<file path="src/rtl/core/mks_pkg.sv">
// ----------------------------------------------------------------------------
// MIDI key-split router package
// Shared types, register indexes, status codes and helpers for the router.
// ----------------------------------------------------------------------------
package mks_pkg;

  // Configuration register indexes
  localparam logic [2:0] CFG_CHANNEL_FILTER  = 3'd0;
  localparam logic [2:0] CFG_SPLIT_KEY       = 3'd1;
  localparam logic [2:0] CFG_LOWER_CHANNEL   = 3'd2;
  localparam logic [2:0] CFG_LOWER_TRANSPOSE = 3'd3;
  localparam logic [2:0] CFG_UPPER_CHANNEL   = 3'd4;
  localparam logic [2:0] CFG_UPPER_TRANSPOSE = 3'd5;

  localparam int unsigned CfgIdxW  = 3;
  localparam int unsigned CfgDataW = 7;
  localparam int unsigned KeyW     = 7;

  // Status nibbles of the handled message types
  localparam logic [3:0] NIB_NOTE_OFF  = 4'h8;
  localparam logic [3:0] NIB_NOTE_ON   = 4'h9;
  localparam logic [3:0] NIB_POLY_PRES = 4'hA;

  localparam logic [1:0] LEN_FULL = 2'd3;

  // Reset values of the configuration registers
  localparam logic [4:0] RST_CHANNEL_FILTER = 5'd0;
  localparam logic [6:0] RST_SPLIT_KEY      = 7'd48;
  localparam logic [4:0] RST_LOWER_CHANNEL  = 5'd1;
  localparam logic [4:0] RST_UPPER_CHANNEL  = 5'd2;
  localparam logic [6:0] RST_TRANSPOSE      = 7'd0;

  localparam logic [KeyW-1:0] KEY_MAX = 7'h7F;
  localparam logic [KeyW-1:0] KEY_MIN = 7'h00;

  typedef enum logic [1:0] {
    OP_PASS,
    OP_ON,
    OP_OFF,
    OP_POLY
  } op_e;

  // One classified message travelling from front to back
  typedef struct packed {
    logic [31:0]       time_stamp;
    logic [7:0]        status;
    logic [7:0]        first;
    logic [7:0]        second;
    logic [1:0]        length;
    op_e               op;
    logic [KeyW-1:0]   key;
    logic signed [6:0] transpose;
  } item_t;

  // One finished result
  typedef struct packed {
    logic [31:0] time_stamp;
    logic [7:0]  status;
    logic [7:0]  first;
    logic [7:0]  second;
    logic [1:0]  length;
  } res_t;

  typedef struct packed {
    logic full;
    logic empty;
  } qstat_t;

  // Map a 1-based channel register onto a status channel nibble, clamped
  function automatic logic [3:0] chan_nibble(input logic [4:0] c);
    logic [3:0] n;
    if (c == 5'd0) begin
      n = 4'd0;
    end else if (c > 5'd16) begin
      n = 4'd15;
    end else begin
      n = 4'(c - 5'd1);
    end
    return n;
  endfunction

  // Add a signed offset to a key and clamp the result to 0..127
  function automatic logic [KeyW-1:0] shift_clamp(input logic [KeyW-1:0] key,
                                                  input logic signed [6:0] ofs);
    logic [8:0]      sum;
    logic [KeyW-1:0] k;
    sum = {2'b00, key} + {{2{ofs[6]}}, ofs};
    if (sum[8]) begin
      k = KEY_MIN;
    end else if (sum[7]) begin
      k = KEY_MAX;
    end else begin
      k = sum[6:0];
    end
    return k;
  endfunction

endpackage

</file>
<file path="src/rtl/core/mks_front.sv">
// ----------------------------------------------------------------------------
// MIDI key-split router front end
// Holds the configuration registers, accepts messages and classifies them
// into pass-through or note operations with zone channel and transpose.
// ----------------------------------------------------------------------------
module mks_front (
  input  logic                        clk_i,
  input  logic                        rst_ni,
  input  logic                        cfg_we_i,
  input  logic [mks_pkg::CfgIdxW-1:0] cfg_idx_i,
  input  logic [mks_pkg::CfgDataW-1:0] cfg_wdata_i,
  input  logic                        in_valid_i,
  output logic                        in_stall_o,
  input  logic [31:0]                 time_stamp_i,
  input  logic [7:0]                  status_byte_i,
  input  logic [7:0]                  first_data_i,
  input  logic [7:0]                  second_data_i,
  input  logic [1:0]                  msg_length_i,
  input  mks_pkg::qstat_t             q_stat_i,
  output logic                        push_o,
  output mks_pkg::item_t              item_o
);
  import mks_pkg::*;

  logic [4:0]        channel_filter_q;
  logic [6:0]        split_key_q;
  logic [4:0]        lower_channel_q;
  logic signed [6:0] lower_transpose_q;
  logic [4:0]        upper_channel_q;
  logic signed [6:0] upper_transpose_q;

  logic   f_valid_q, f_valid_d;
  item_t  f_q;
  item_t  cls;
  logic   accept;

  logic [3:0]      mst, chn, zone_ch;
  logic            is_note, chan_ok, handle, lower;
  logic [KeyW-1:0] key;

  // Configuration writes
  always_ff @(posedge clk_i or negedge rst_ni) begin
    if (!rst_ni) begin
      channel_filter_q  <= RST_CHANNEL_FILTER;
      split_key_q       <= RST_SPLIT_KEY;
      lower_channel_q   <= RST_LOWER_CHANNEL;
      lower_transpose_q <= RST_TRANSPOSE;
      upper_channel_q   <= RST_UPPER_CHANNEL;
      upper_transpose_q <= RST_TRANSPOSE;
    end else if (cfg_we_i) begin
      case (cfg_idx_i)
        CFG_CHANNEL_FILTER:  channel_filter_q  <= cfg_wdata_i[4:0];
        CFG_SPLIT_KEY:       split_key_q       <= cfg_wdata_i;
        CFG_LOWER_CHANNEL:   lower_channel_q   <= cfg_wdata_i[4:0];
        CFG_LOWER_TRANSPOSE: lower_transpose_q <= cfg_wdata_i;
        CFG_UPPER_CHANNEL:   upper_channel_q   <= cfg_wdata_i[4:0];
        CFG_UPPER_TRANSPOSE: upper_transpose_q <= cfg_wdata_i;
        default: ;
      endcase
    end
  end

  // Classify the incoming message
  always_comb begin
    mst     = status_byte_i[7:4];
    chn     = status_byte_i[3:0];
    is_note = mst inside {NIB_NOTE_ON, NIB_NOTE_OFF, NIB_POLY_PRES};
    chan_ok = (channel_filter_q == 5'd0) || (chan_nibble(channel_filter_q) == chn);
    handle  = (msg_length_i == LEN_FULL) && is_note && chan_ok;
    key     = first_data_i[KeyW-1:0];
    lower   = key < split_key_q;
    zone_ch = lower ? chan_nibble(lower_channel_q) : chan_nibble(upper_channel_q);

    cls.time_stamp = time_stamp_i;
    cls.first      = first_data_i;
    cls.second     = second_data_i;
    cls.length     = msg_length_i;
    cls.key        = key;
    cls.transpose  = lower ? lower_transpose_q : upper_transpose_q;

    if (!handle) begin
      cls.op = OP_PASS;
    end else if (mst == NIB_NOTE_ON && second_data_i[6:0] != 7'd0) begin
      cls.op = OP_ON;
    end else if (mst == NIB_NOTE_ON || mst == NIB_NOTE_OFF) begin
      cls.op = OP_OFF;
    end else begin
      cls.op = OP_POLY;
    end

    case (cls.op)
      OP_ON:   cls.status = {NIB_NOTE_ON, zone_ch};
      OP_OFF:  cls.status = {NIB_NOTE_OFF, zone_ch};
      OP_POLY: cls.status = {NIB_POLY_PRES, zone_ch};
      default: cls.status = status_byte_i;
    endcase
  end

  // Hand off to the queue; stall while the held beat cannot move on
  assign push_o     = f_valid_q && !q_stat_i.full;
  assign in_stall_o = f_valid_q && q_stat_i.full;
  assign accept     = in_valid_i && !in_stall_o;
  assign f_valid_d  = accept || (f_valid_q && !push_o);
  assign item_o     = f_q;

  always_ff @(posedge clk_i or negedge rst_ni) begin
    if (!rst_ni) begin
      f_valid_q <= 1'b0;
    end else begin
      f_valid_q <= f_valid_d;
    end
  end

  always_ff @(posedge clk_i) begin
    if (accept) begin
      f_q <= cls;
    end
  end

endmodule

</file>
<file path="src/rtl/core/mks_queue.sv">
// ----------------------------------------------------------------------------
// MIDI key-split router queue
// Small FIFO of classified messages between the front and back ends.
// ----------------------------------------------------------------------------
module mks_queue #(
  parameter int unsigned Depth = 2
) (
  input  logic            clk_i,
  input  logic            rst_ni,
  input  logic            push_i,
  input  mks_pkg::item_t  data_i,
  input  logic            pop_i,
  output mks_pkg::item_t  data_o,
  output mks_pkg::qstat_t stat_o
);
  import mks_pkg::*;

  localparam int unsigned PtrW = (Depth > 1) ? $clog2(Depth) : 1;
  localparam int unsigned CntW = $clog2(Depth + 1);
  localparam logic [PtrW-1:0] PtrLast = PtrW'(Depth - 1);
  localparam logic [CntW-1:0] CntFull = CntW'(Depth);

  item_t           entry_q [Depth];
  logic [PtrW-1:0] wr_ptr_q, wr_ptr_d, rd_ptr_q, rd_ptr_d;
  logic [CntW-1:0] count_q, count_d;

  // Advance pointers and track fill level
  always_comb begin
    wr_ptr_d = wr_ptr_q;
    rd_ptr_d = rd_ptr_q;
    count_d  = count_q;
    if (push_i) begin
      wr_ptr_d = (wr_ptr_q == PtrLast) ? '0 : wr_ptr_q + 1'b1;
    end
    if (pop_i) begin
      rd_ptr_d = (rd_ptr_q == PtrLast) ? '0 : rd_ptr_q + 1'b1;
    end
    if (push_i && !pop_i) begin
      count_d = count_q + 1'b1;
    end else if (pop_i && !push_i) begin
      count_d = count_q - 1'b1;
    end
  end

  always_ff @(posedge clk_i or negedge rst_ni) begin
    if (!rst_ni) begin
      wr_ptr_q <= '0;
      rd_ptr_q <= '0;
      count_q  <= '0;
    end else begin
      wr_ptr_q <= wr_ptr_d;
      rd_ptr_q <= rd_ptr_d;
      count_q  <= count_d;
    end
  end

  always_ff @(posedge clk_i) begin
    if (push_i) begin
      entry_q[wr_ptr_q] <= data_i;
    end
  end

  assign data_o       = entry_q[rd_ptr_q];
  assign stat_o.full  = (count_q == CntFull);
  assign stat_o.empty = (count_q == '0);

endmodule

</file>
<file path="src/rtl/core/mks_back.sv">
// ----------------------------------------------------------------------------
// MIDI key-split router back end
// Looks up the held transpose per key, computes the routed key, updates the
// held table and drives the output register.
// ----------------------------------------------------------------------------
module mks_back (
  input  logic            clk_i,
  input  logic            rst_ni,
  input  mks_pkg::item_t  head_i,
  input  mks_pkg::qstat_t q_stat_i,
  output logic            pop_o,
  output logic            out_valid_o,
  input  logic            out_stall_i,
  output mks_pkg::res_t   res_o
);
  import mks_pkg::*;

  localparam int unsigned KeyCount = 2 ** KeyW;

  logic signed [6:0] held_mem [KeyCount];
  logic [KeyCount-1:0] held_valid_q;

  item_t             b1_q;
  logic              b1_valid_q;
  logic signed [6:0] rd_q;
  logic              byp_q;
  logic signed [6:0] byp_data_q;
  logic signed [6:0] held_tr;
  logic              out_valid_q;
  res_t              res_q;
  res_t              res_d;
  logic              out_ready, b1_fire, mem_we;

  assign out_ready = !out_valid_q || !out_stall_i;
  assign b1_fire   = b1_valid_q && out_ready;
  assign pop_o     = !q_stat_i.empty && (!b1_valid_q || out_ready);
  assign mem_we    = b1_fire && (b1_q.op == OP_ON);

  // Held transpose memory: write on note-on, registered read at pop
  always_ff @(posedge clk_i) begin
    if (mem_we) begin
      held_mem[b1_q.key] <= b1_q.transpose;
    end
    if (pop_o) begin
      rd_q <= held_mem[head_i.key];
    end
  end

  // Bypass a write to the key being read in the same cycle
  always_ff @(posedge clk_i) begin
    if (pop_o) begin
      byp_q      <= mem_we && (head_i.key == b1_q.key);
      byp_data_q <= b1_q.transpose;
    end
  end

  assign held_tr = byp_q ? byp_data_q : rd_q;

  // Valid bits: set on note-on, drop on note-off
  always_ff @(posedge clk_i or negedge rst_ni) begin
    if (!rst_ni) begin
      held_valid_q <= '0;
    end else if (b1_fire) begin
      if (b1_q.op == OP_ON) begin
        held_valid_q[b1_q.key] <= 1'b1;
      end else if (b1_q.op == OP_OFF) begin
        held_valid_q[b1_q.key] <= 1'b0;
      end
    end
  end

  // Work stage holds one message
  always_ff @(posedge clk_i or negedge rst_ni) begin
    if (!rst_ni) begin
      b1_valid_q <= 1'b0;
    end else if (pop_o) begin
      b1_valid_q <= 1'b1;
    end else if (b1_fire) begin
      b1_valid_q <= 1'b0;
    end
  end

  always_ff @(posedge clk_i) begin
    if (pop_o) begin
      b1_q <= head_i;
    end
  end

  // Compute the routed key
  always_comb begin
    res_d.time_stamp = b1_q.time_stamp;
    res_d.status     = b1_q.status;
    res_d.second     = b1_q.second;
    res_d.length     = b1_q.length;
    case (b1_q.op)
      OP_ON, OP_POLY: res_d.first = {1'b0, shift_clamp(b1_q.key, b1_q.transpose)};
      OP_OFF: begin
        res_d.first = held_valid_q[b1_q.key] ? {1'b0, shift_clamp(b1_q.key, held_tr)}
                                             : 8'd0;
      end
      default: res_d.first = b1_q.first;
    endcase
  end

  // Output register
  always_ff @(posedge clk_i or negedge rst_ni) begin
    if (!rst_ni) begin
      out_valid_q <= 1'b0;
    end else if (out_ready) begin
      out_valid_q <= b1_valid_q;
    end
  end

  always_ff @(posedge clk_i) begin
    if (b1_fire) begin
      res_q <= res_d;
    end
  end

  assign out_valid_o = out_valid_q;
  assign res_o       = res_q;

endmodule

</file>
<file path="src/rtl/core/midi_keysplit_router_top.sv">
// ----------------------------------------------------------------------------
// MIDI key-split router
// Routes note messages to a lower or upper zone by key, transposes the key
// and remembers each note-on's transpose for its note-off.
// ----------------------------------------------------------------------------
// Usage:
//   Input channel: in_valid_i / in_stall_o with one MIDI message per beat.
//   Output channel: out_valid_o / out_stall_i with exactly one result per
//   input beat, in input order.
//   Configuration: cfg_we_i writes cfg_wdata_i into register cfg_idx_i at the
//   clock edge; write only while no message is in flight.
//   Path: front register, queue, work stage and output register.
//   Throughput: one message per cycle unless the receiver stalls; transpose
//   table read at pop, written from the work stage, with a same-key bypass.
//   When the receiver stalls, the output register holds its beat, the work
//   stage and the queue fill, and in_stall_o rises once the front register
//   cannot move on.
//   Reset: configuration returns to its defaults, all held notes are
//   forgotten at once, and all pipeline and queue state empties. There is no
//   clearing pass; the block takes messages as soon as reset is released.
// ----------------------------------------------------------------------------
module midi_keysplit_router_top #(
  parameter int unsigned QueueDepth = 2
) (
  input  logic                         clk_i,
  input  logic                         rst_ni,
  input  logic                         cfg_we_i,
  input  logic [mks_pkg::CfgIdxW-1:0]  cfg_idx_i,
  input  logic [mks_pkg::CfgDataW-1:0] cfg_wdata_i,
  input  logic                         in_valid_i,
  output logic                         in_stall_o,
  input  logic [31:0]                  time_stamp_i,
  input  logic [7:0]                   status_byte_i,
  input  logic [7:0]                   first_data_i,
  input  logic [7:0]                   second_data_i,
  input  logic [1:0]                   msg_length_i,
  output logic                         out_valid_o,
  input  logic                         out_stall_i,
  output logic [31:0]                  out_time_o,
  output logic [7:0]                   out_status_o,
  output logic [7:0]                   out_first_o,
  output logic [7:0]                   out_second_o,
  output logic [1:0]                   out_length_o
);
  import mks_pkg::*;

  item_t  front_item, head_item;
  qstat_t q_stat;
  logic   q_push, q_pop;
  res_t   res;

  // Accept and classify
  mks_front u_front (
    .clk_i,
    .rst_ni,
    .cfg_we_i,
    .cfg_idx_i,
    .cfg_wdata_i,
    .in_valid_i,
    .in_stall_o,
    .time_stamp_i,
    .status_byte_i,
    .first_data_i,
    .second_data_i,
    .msg_length_i,
    .q_stat_i (q_stat),
    .push_o   (q_push),
    .item_o   (front_item)
  );

  // Decouple front and back
  mks_queue #(
    .Depth (QueueDepth)
  ) u_queue (
    .clk_i,
    .rst_ni,
    .push_i (q_push),
    .data_i (front_item),
    .pop_i  (q_pop),
    .data_o (head_item),
    .stat_o (q_stat)
  );

  // Table lookup, key compute and output
  mks_back u_back (
    .clk_i,
    .rst_ni,
    .head_i      (head_item),
    .q_stat_i    (q_stat),
    .pop_o       (q_pop),
    .out_valid_o,
    .out_stall_i,
    .res_o       (res)
  );

  assign out_time_o   = res.time_stamp;
  assign out_status_o = res.status;
  assign out_first_o  = res.first;
  assign out_second_o = res.second;
  assign out_length_o = res.length;

`ifndef SYNTHESIS
  a_no_overflow: assert property (@(posedge clk_i) disable iff (!rst_ni)
    q_push |-> !q_stat.full)
    else $error("queue push while full");

  a_no_underflow: assert property (@(posedge clk_i) disable iff (!rst_ni)
    q_pop |-> !q_stat.empty)
    else $error("queue pop while empty");

  a_full_not_empty: assert property (@(posedge clk_i) disable iff (!rst_ni)
    !(q_stat.full && q_stat.empty))
    else $error("queue reports full and empty together");
`endif

endmodule

</file>
<file path="config.mk">
export PLATFORM = sky130hd
export DESIGN_NAME = midi_keysplit_router_top
export DESIGN_NICKNAME = d
export VERILOG_FILES = /design/src/rtl/core/mks_pkg.sv /design/src/rtl/core/mks_front.sv /design/src/rtl/core/mks_queue.sv /design/src/rtl/core/mks_back.sv /design/src/rtl/core/midi_keysplit_router_top.sv
export SDC_FILE = /design/constraint.sdc
export NUM_CORES = 2
export LEC_CHECK = 0
export ABC_AREA = 1
export BUFFER_PORTS_ARGS = -buffer_cell sky130_fd_sc_hd__buf_2
export CELL_PAD_IN_SITES_DETAIL_PLACEMENT = 0
export CELL_PAD_IN_SITES_GLOBAL_PLACEMENT = 1
export CORE_MARGIN = 2
export CORE_UTILIZATION = 51
export DETAILED_ROUTE_END_ITERATION = 10
export PLACE_DENSITY_LB_ADDON = 0.25
export SLEW_MARGIN = 20
export SYNTH_ARGS = -nofsm -noshare
export SYNTH_HDL_FRONTEND = slang
export SYNTH_SLANG_ARGS = --single-unit
export TNS_END_PERCENT = 5
</file>
<file path="constraint.sdc">
create_clock -name clk_i -period 5.4 [get_ports clk_i]
set_input_delay 0.81 -clock clk_i [delete_from_list [all_inputs] [get_ports clk_i]]
set_output_delay 0.81 -clock clk_i [all_outputs]
set_load 0.05 [all_outputs]
</file>
## Word-level counts from Yosys, hierarchy flattened

Memory sizes are Yosys's and may differ from the RTL's. A register that Yosys moved wholly into a read port is not among the register bits.
Cells that the tools add are included.

- Memories: 2
- Logic and storage cells: 154
- Register bits after elaboration: 385
- Output and inout bits: 60
- RAM bits: 1044

Memories:

| name | words | bits a word | read ports | clocked after Yosys merged registers in | write ports | RTL line | source |
|---|---|---|---|---|---|---|---|
| u_back.held_mem | 128 | 7 | 1 | 1 | 1 | mks_back.sv:20 | `logic signed [6:0] held_mem [KeyCount];` |
| u_queue.entry_q | 2 | 74 | 1 | 0 | 1 | mks_queue.sv:23 | `item_t entry_q [Depth];` |

- Multiplexer cells: 35
- Reductions and logical operators: 45
- $lt $le $gt $ge: 6
- Add/subtract/negate cells: 9
- Equality and inequality tests: 18
- Bitwise operators: 3

Operators with widths:

| kind | number |
|---|---|
| $mux W128 | 2 |
| $and A128 B128 Y128 | 1 |
| $not A128 Y128 | 1 |
| $or A128 B128 Y128 | 1 |
| $mux W7 | 7 |
| $mux W4 | 7 |
| $pmux W8 S3 | 1 |
| $add A8 B7 Y9 | 2 |
| $pmux W8 S2 | 1 |
| $gt A5 B5 Y1 const B | 3 |
| $logic_not A5 Y1 | 3 |
| $logic_and A1 B1 Y1 | 14 |
| $reduce_and A2 Y1 | 7 |
| $eq A2 B2 Y1 const B | 6 |
| $eq A4 B4 Y1 const B | 3 |
| $sub A4 B1 Y4 const B | 3 |
| $mux W1 | 11 |
| $logic_not A1 Y1 | 8 |
| $lt A7 B8 Y1 const B | 1 |
| $mux W2 | 4 |
| $bmux W1 S7 | 1 |
| $demux W1 S7 | 1 |
| $eq A7 B7 Y1 | 1 |
| $ge A7 B1 Y1 const B | 1 |
| 16 further kinds | 26 |

## Longest topological paths before layout

- Depth after elaboration: 9
- Gate-level depth with buffers: 16

## By module

Synthesis repeated with hierarchy kept, for this count alone.

- Cell total of the unflattened synthesis: 4836
- Area total of the unflattened synthesis: 58566.2 um^2

Modules (own cells, without submodules):

| module | instances | cells an instance | area an instance (um^2) |
|---|---|---|---|
| mks_back | 1 | 4212 | 48577.8 |
| mks_queue | 1 | 255 | 5749.3 |
| mks_front | 1 | 369 | 4239.1 |

## Worst setup path after synthesis

OpenSTA, ideal clock, no wires.

- Path kind: input-to-reg
- Start: input port out_stall_i
- End: memory u_back.held_mem[80][0], enable pin
- Stages: 9
- Arrival: 4805 ps
- Slack: 215 ps
- Cells stage by stage: nand2_1 -> inv_1 -> nor2_1 -> inv_1 -> nor2_1 -> inv_1 -> clkbuf_1 -> buf_1 -> nor3_1

- Longest elaborated chain between the ends: 6

RTL lines:

| item | RTL line | source |
|---|---|---|
| from (decl) | midi_keysplit_router_top.sv:38 | `input logic out_stall_i,` |
| $logic_not A1 Y1 | mks_back.sv:34 | `assign out_ready = !out_valid_q \|\| !out_stall_i;` |
| $logic_or A1 B1 Y1 | mks_back.sv:34 |  |
| $logic_and A1 B1 Y1 | mks_back.sv:35 | `assign b1_fire = b1_valid_q && out_ready;` |
| via u_back.b1_fire | mks_back.sv:32 | `logic out_ready, b1_fire, mem_we;` |
| $logic_and A1 B1 Y1 | mks_back.sv:37 | `assign mem_we = b1_fire && (b1_q.op == OP_ON);` |
| $mux W1 | mks_back.sv:41 | `if (mem_we) begin` |
| $mux W1 (implied by the code) | mks_back.sv:42 | `held_mem[b1_q.key] <= b1_q.transpose;` |
| to (decl) | mks_back.sv:20 |  |

The timed path passes the listed nets, and every way through them passes these cells.

## Worst setup path in the final report

- Start: register u_queue.rd_ptr_q
- End: register u_back.rd_q[1], read port of u_back.held_mem (data pin)

- Longest elaborated chain between the ends: 1

RTL lines:

| item | RTL line | source |
|---|---|---|
| from (decl) | mks_queue.sv:24 | `logic [PtrW-1:0] wr_ptr_q, wr_ptr_d, rd_ptr_q, rd_ptr_d;` |
| from (signal assigned) | mks_queue.sv:52 | `rd_ptr_q <= rd_ptr_d;` |
| $mem_v2 Z2 W74 | - |  |
| to (decl) | mks_back.sv:25 | `logic signed [6:0] rd_q;` |

Every way passes these cells.
A chain may end at the register's enable or synchronous reset.

==> flow_summary.json <==
{
  "postSynthAreaPerCell_um2": 11.6,
  "status": "finished clean",
  "antenna_found_initial": 5,
  "clock-sinks": 1408,
  "critical_path_class": "flip-flop to flip-flop",
  "dp_cells": 6416,
  "final_cells": 6673,
  "rsz0062_at_grt": "no",
  "synth_cell_type_count": 39,
  "async_reset_ff_share_pct": 12.1,
  "power.leakage_nw": 23.7,
  "drt_first_pass_iters": 8,
  "critPathLaunchType": "flip-flop",
  "cp_data_required_time_ns": 6.03,
  "grt_pass1_wl_um": 224000,
  "rows": 123,
  "period_minus_slack_ns": 3.71,
  "worst_ir_drop_vdd_mv": 0.581,
  "power_density_nw_per_um2": 615,
  "r2r-start": "u_queue.rd_ptr_q",
  "switching_share_pct": 40.2,
  "path_clk_slew_ns": 0.06,
  "syn_inst": 5008,
  "post-route-period-util_pct": 68.7,
  "port-buffer-count": 132,
  "synth_area_leaders": "edfxtp_1 64%, dfrtp_1 7.2%, nand2_1 5.9%",
  "synth-seq-cells": 1408,
  "die-area_um2": 117000,
  "timing.slew.headroom_pct": 24.5,
  "htree_levels": 4,
  "hpwl_um": 83300,
  "nets": 5171,
  "netlist.area_leader.share_pct": 63.8,
  "synth_top_flop_cell": "edfxtp_1",
  "drt-initial-drc-count": 3755,
  "routed_wl_um": 147000,
  "postCtsSetupRepairBufs": 0,
  "vias_per_cell": 5.66,
  "overflow": 0,
  "cts_resized": 0,
  "coreArea_um2": 113000,
  "p_sw_w": 0.0161,
  "grt_pass1_vias": 36400,
  "tritoncts.num_buffers": 148,
  "syn_area_um2": 58200,
  "synth-seq-area-share_pct": 71.1,
  "synthesis.nets": 5113,
  "area_growth_syn_to_layout_pct": 11.8,
  "clock_skew_ns": 0.0271,
  "fin_setup_tns_ns": 0,
  "finalHoldViolations": 0,
  "maxSlewViolCount": 0,
  "yosysMostFrequentCell": "edfxtp_1",
  "vias": 37800,
  "synth_enable_flop_cells": 1237,
  "worst_hold_path_type": "input port to async pin",
  "wl_per_cell_um": 22.0,
  "end_kind": "flip-flop",
  "yosys_warnings": 0,
  "intPower_w": 0.0239,
  "reg2reg_slack_ns": 1.69,
  "p_clk_share_pct": 24.7,
  "setup_viol": 0,
  "clock_latency_ns": 0.75,
  "power_frac_comb_pct": 37.3,
  "root_buffer": "clkbuf_16",
  "drv_cap": 0,
  "grt_max_degree": 134,
  "cts_tree": "built",
  "ant_nets": 0,
  "ios": 133,
  "drc": 0,
  "p_seq_share_pct": 38.1,
  "die_height_um": 342,
  "netlist.top_cell.by_area": "edfxtp_1",
  "max_freq_ghz": 0.270,
  "arrival_ns": 4.34,
  "ys_top_cells_by_count": "1237 x edfxtp_1, 923 x nand2_1, 531 x nand3_1",
  "finalPower_w": 0.0400,
  "grt_usage_pct": 25.2,
  "tightest_slew_ns": 1.12,
  "ctsHoldBuffers": 0,
  "cp_max_fo": 133,
  "die_w_um": 342,
  "clk_path_buf_depth": 3,
  "layout-drive-gt1-share_pct": 9.34,
  "crit_start": "u_queue.rd_ptr_q",
  "start_util_pct": 51.6,
  "place.gp.congestion": 0.853
}
[final cells by class]
| cell class | count | area [um^2] |
|---|---|---|
| multi-input cells | 2909 | 14200 |
| clock inverters | 62 | 643 |
| flip-flops and latches | 1408 | 41400 |
| diodes | 1 | 2.50 |
| inverters | 394 | 1480 |
| repair buffers | 205 | 1380 |
| clock buffers | 194 | 4030 |
| well taps | 1500 | 1880 |
| fillers | 9376 | 47900 |
[layer usage]
| metal | GRT usage [%] | wire, um |
|---|---|---|
| met1 | 35.8 | 62900 |
| met2 | 40.8 | 70700 |
| met3 | 3.93 | 10300 |
| met4 | 6.62 | 3030 |
| met5 | 0 | 0 |
[logic make-up after synthesis]
family | synth area share [%]
DFF | 71.1
AOI/OAI and AO/OA | 8.13
xor gates and xnor gates | 0.331
adders and majority gates | 0.713
buffers and inverters | 4.74
and+or+nand+nor | 14.9
muxes | 0.0967
[power by group through the flow]
stage	Sequential, W	Clock (W)	Combinational [W]
global route	0.0154	0.0105	0.0163
detailed placement	0.0154	0	0.0148
global placement	0.0154	0	0.0148
CTS	0.0152	0.0100	0.0149
floorplan	0.0166	0	0.00843
finish	0.0152	0.00988	0.0149
[worst max-delay path: stages, from the launching register on]
cell and delay [ns]:
dfrtp_2 0.55, inv_2 0.26, nand2_1 0.18, nand2_8 0.62, buf_4 0.56, nor2_1 0.08, nor2_1 0.09, o21ai_0 0.13
nand3_1 0.09, nand3_1 0.13, nand3_1 0.23, nand3_1 0.26, nand2_1 0.14, nand2_1 0.07, nand2_1 0.06
[registers in the layout (all words and copies together) (netlist names), named ones only]
register,flops
u_front.lower_transpose_q,7
u_queue.wr_ptr_q,1
u_back.byp_q,1
u_front.upper_transpose_q,7
u_queue.rd_ptr_q,1
u_front.item_o,67
u_queue.entry_q,134
u_front.lower_channel_q,5
u_back.held_mem,896
u_back.res_o,58
u_back.rd_q,7
u_front.upper_channel_q,5
u_back.b1_valid_q,1
u_front.f_valid_q,1
u_back.b1_q,67
u_back.out_valid_o,1
u_back.byp_data_q,7
u_queue.count_q,2
u_front.channel_filter_q,5
u_front.split_key_q,7
[per-stage QoR]
stage	instance area [um^2]	utilization, %	hold slack [ns]	worst slack, ns
2_1_floorplan	58200	-	0.400	0.215
3_3_place_gp	60300	53.4	0.401	1.63
3_5_place_dp	60300	53.4	0.405	1.66
4_1_cts	65000	57.5	0.0640	1.69
5_1_grt	65100	57.6	0.106	1.41
6_report	65100	57.6	0.0656	1.69
[cell usage in the layout (no fill, tap or decap), types with 13 or more instances in the layout]
| master | count |
|---|---|
| a21oi_1 | 48 |
| buf_12 | 13 |
| buf_2 | 131 |
| buf_4 | 60 |
| clkbuf_1 | 36 |
| clkbuf_16 | 153 |
| clkinv_1 | 20 |
| clkinv_2 | 23 |
| dfrtp_1 | 166 |
| edfxtp_1 | 1237 |
| ha_1 | 30 |
| inv_1 | 375 |
| inv_2 | 13 |
| nand2_1 | 922 |
| nand3_1 | 531 |
| nor2_1 | 438 |
| nor3_1 | 108 |
| nor3_2 | 22 |
| o211ai_1 | 289 |
| o21ai_0 | 399 |
| o21ai_1 | 36 |
| xor2_1 | 16 |
[final timing paths]
check | endpoint | cells after the start
min in group clk_i | u_front.item_o[73] | 1
max in group asynchronous | async pin | 2
hold reg to reg | u_back.res_o[43] | 0
hold / removal | u_front.channel_filter_q[2] | 1
setup reg to reg | u_back.rd_q[1] | 14
setup / recovery | u_back.rd_q[1] | 14
(Power assumes the default switching activity.)
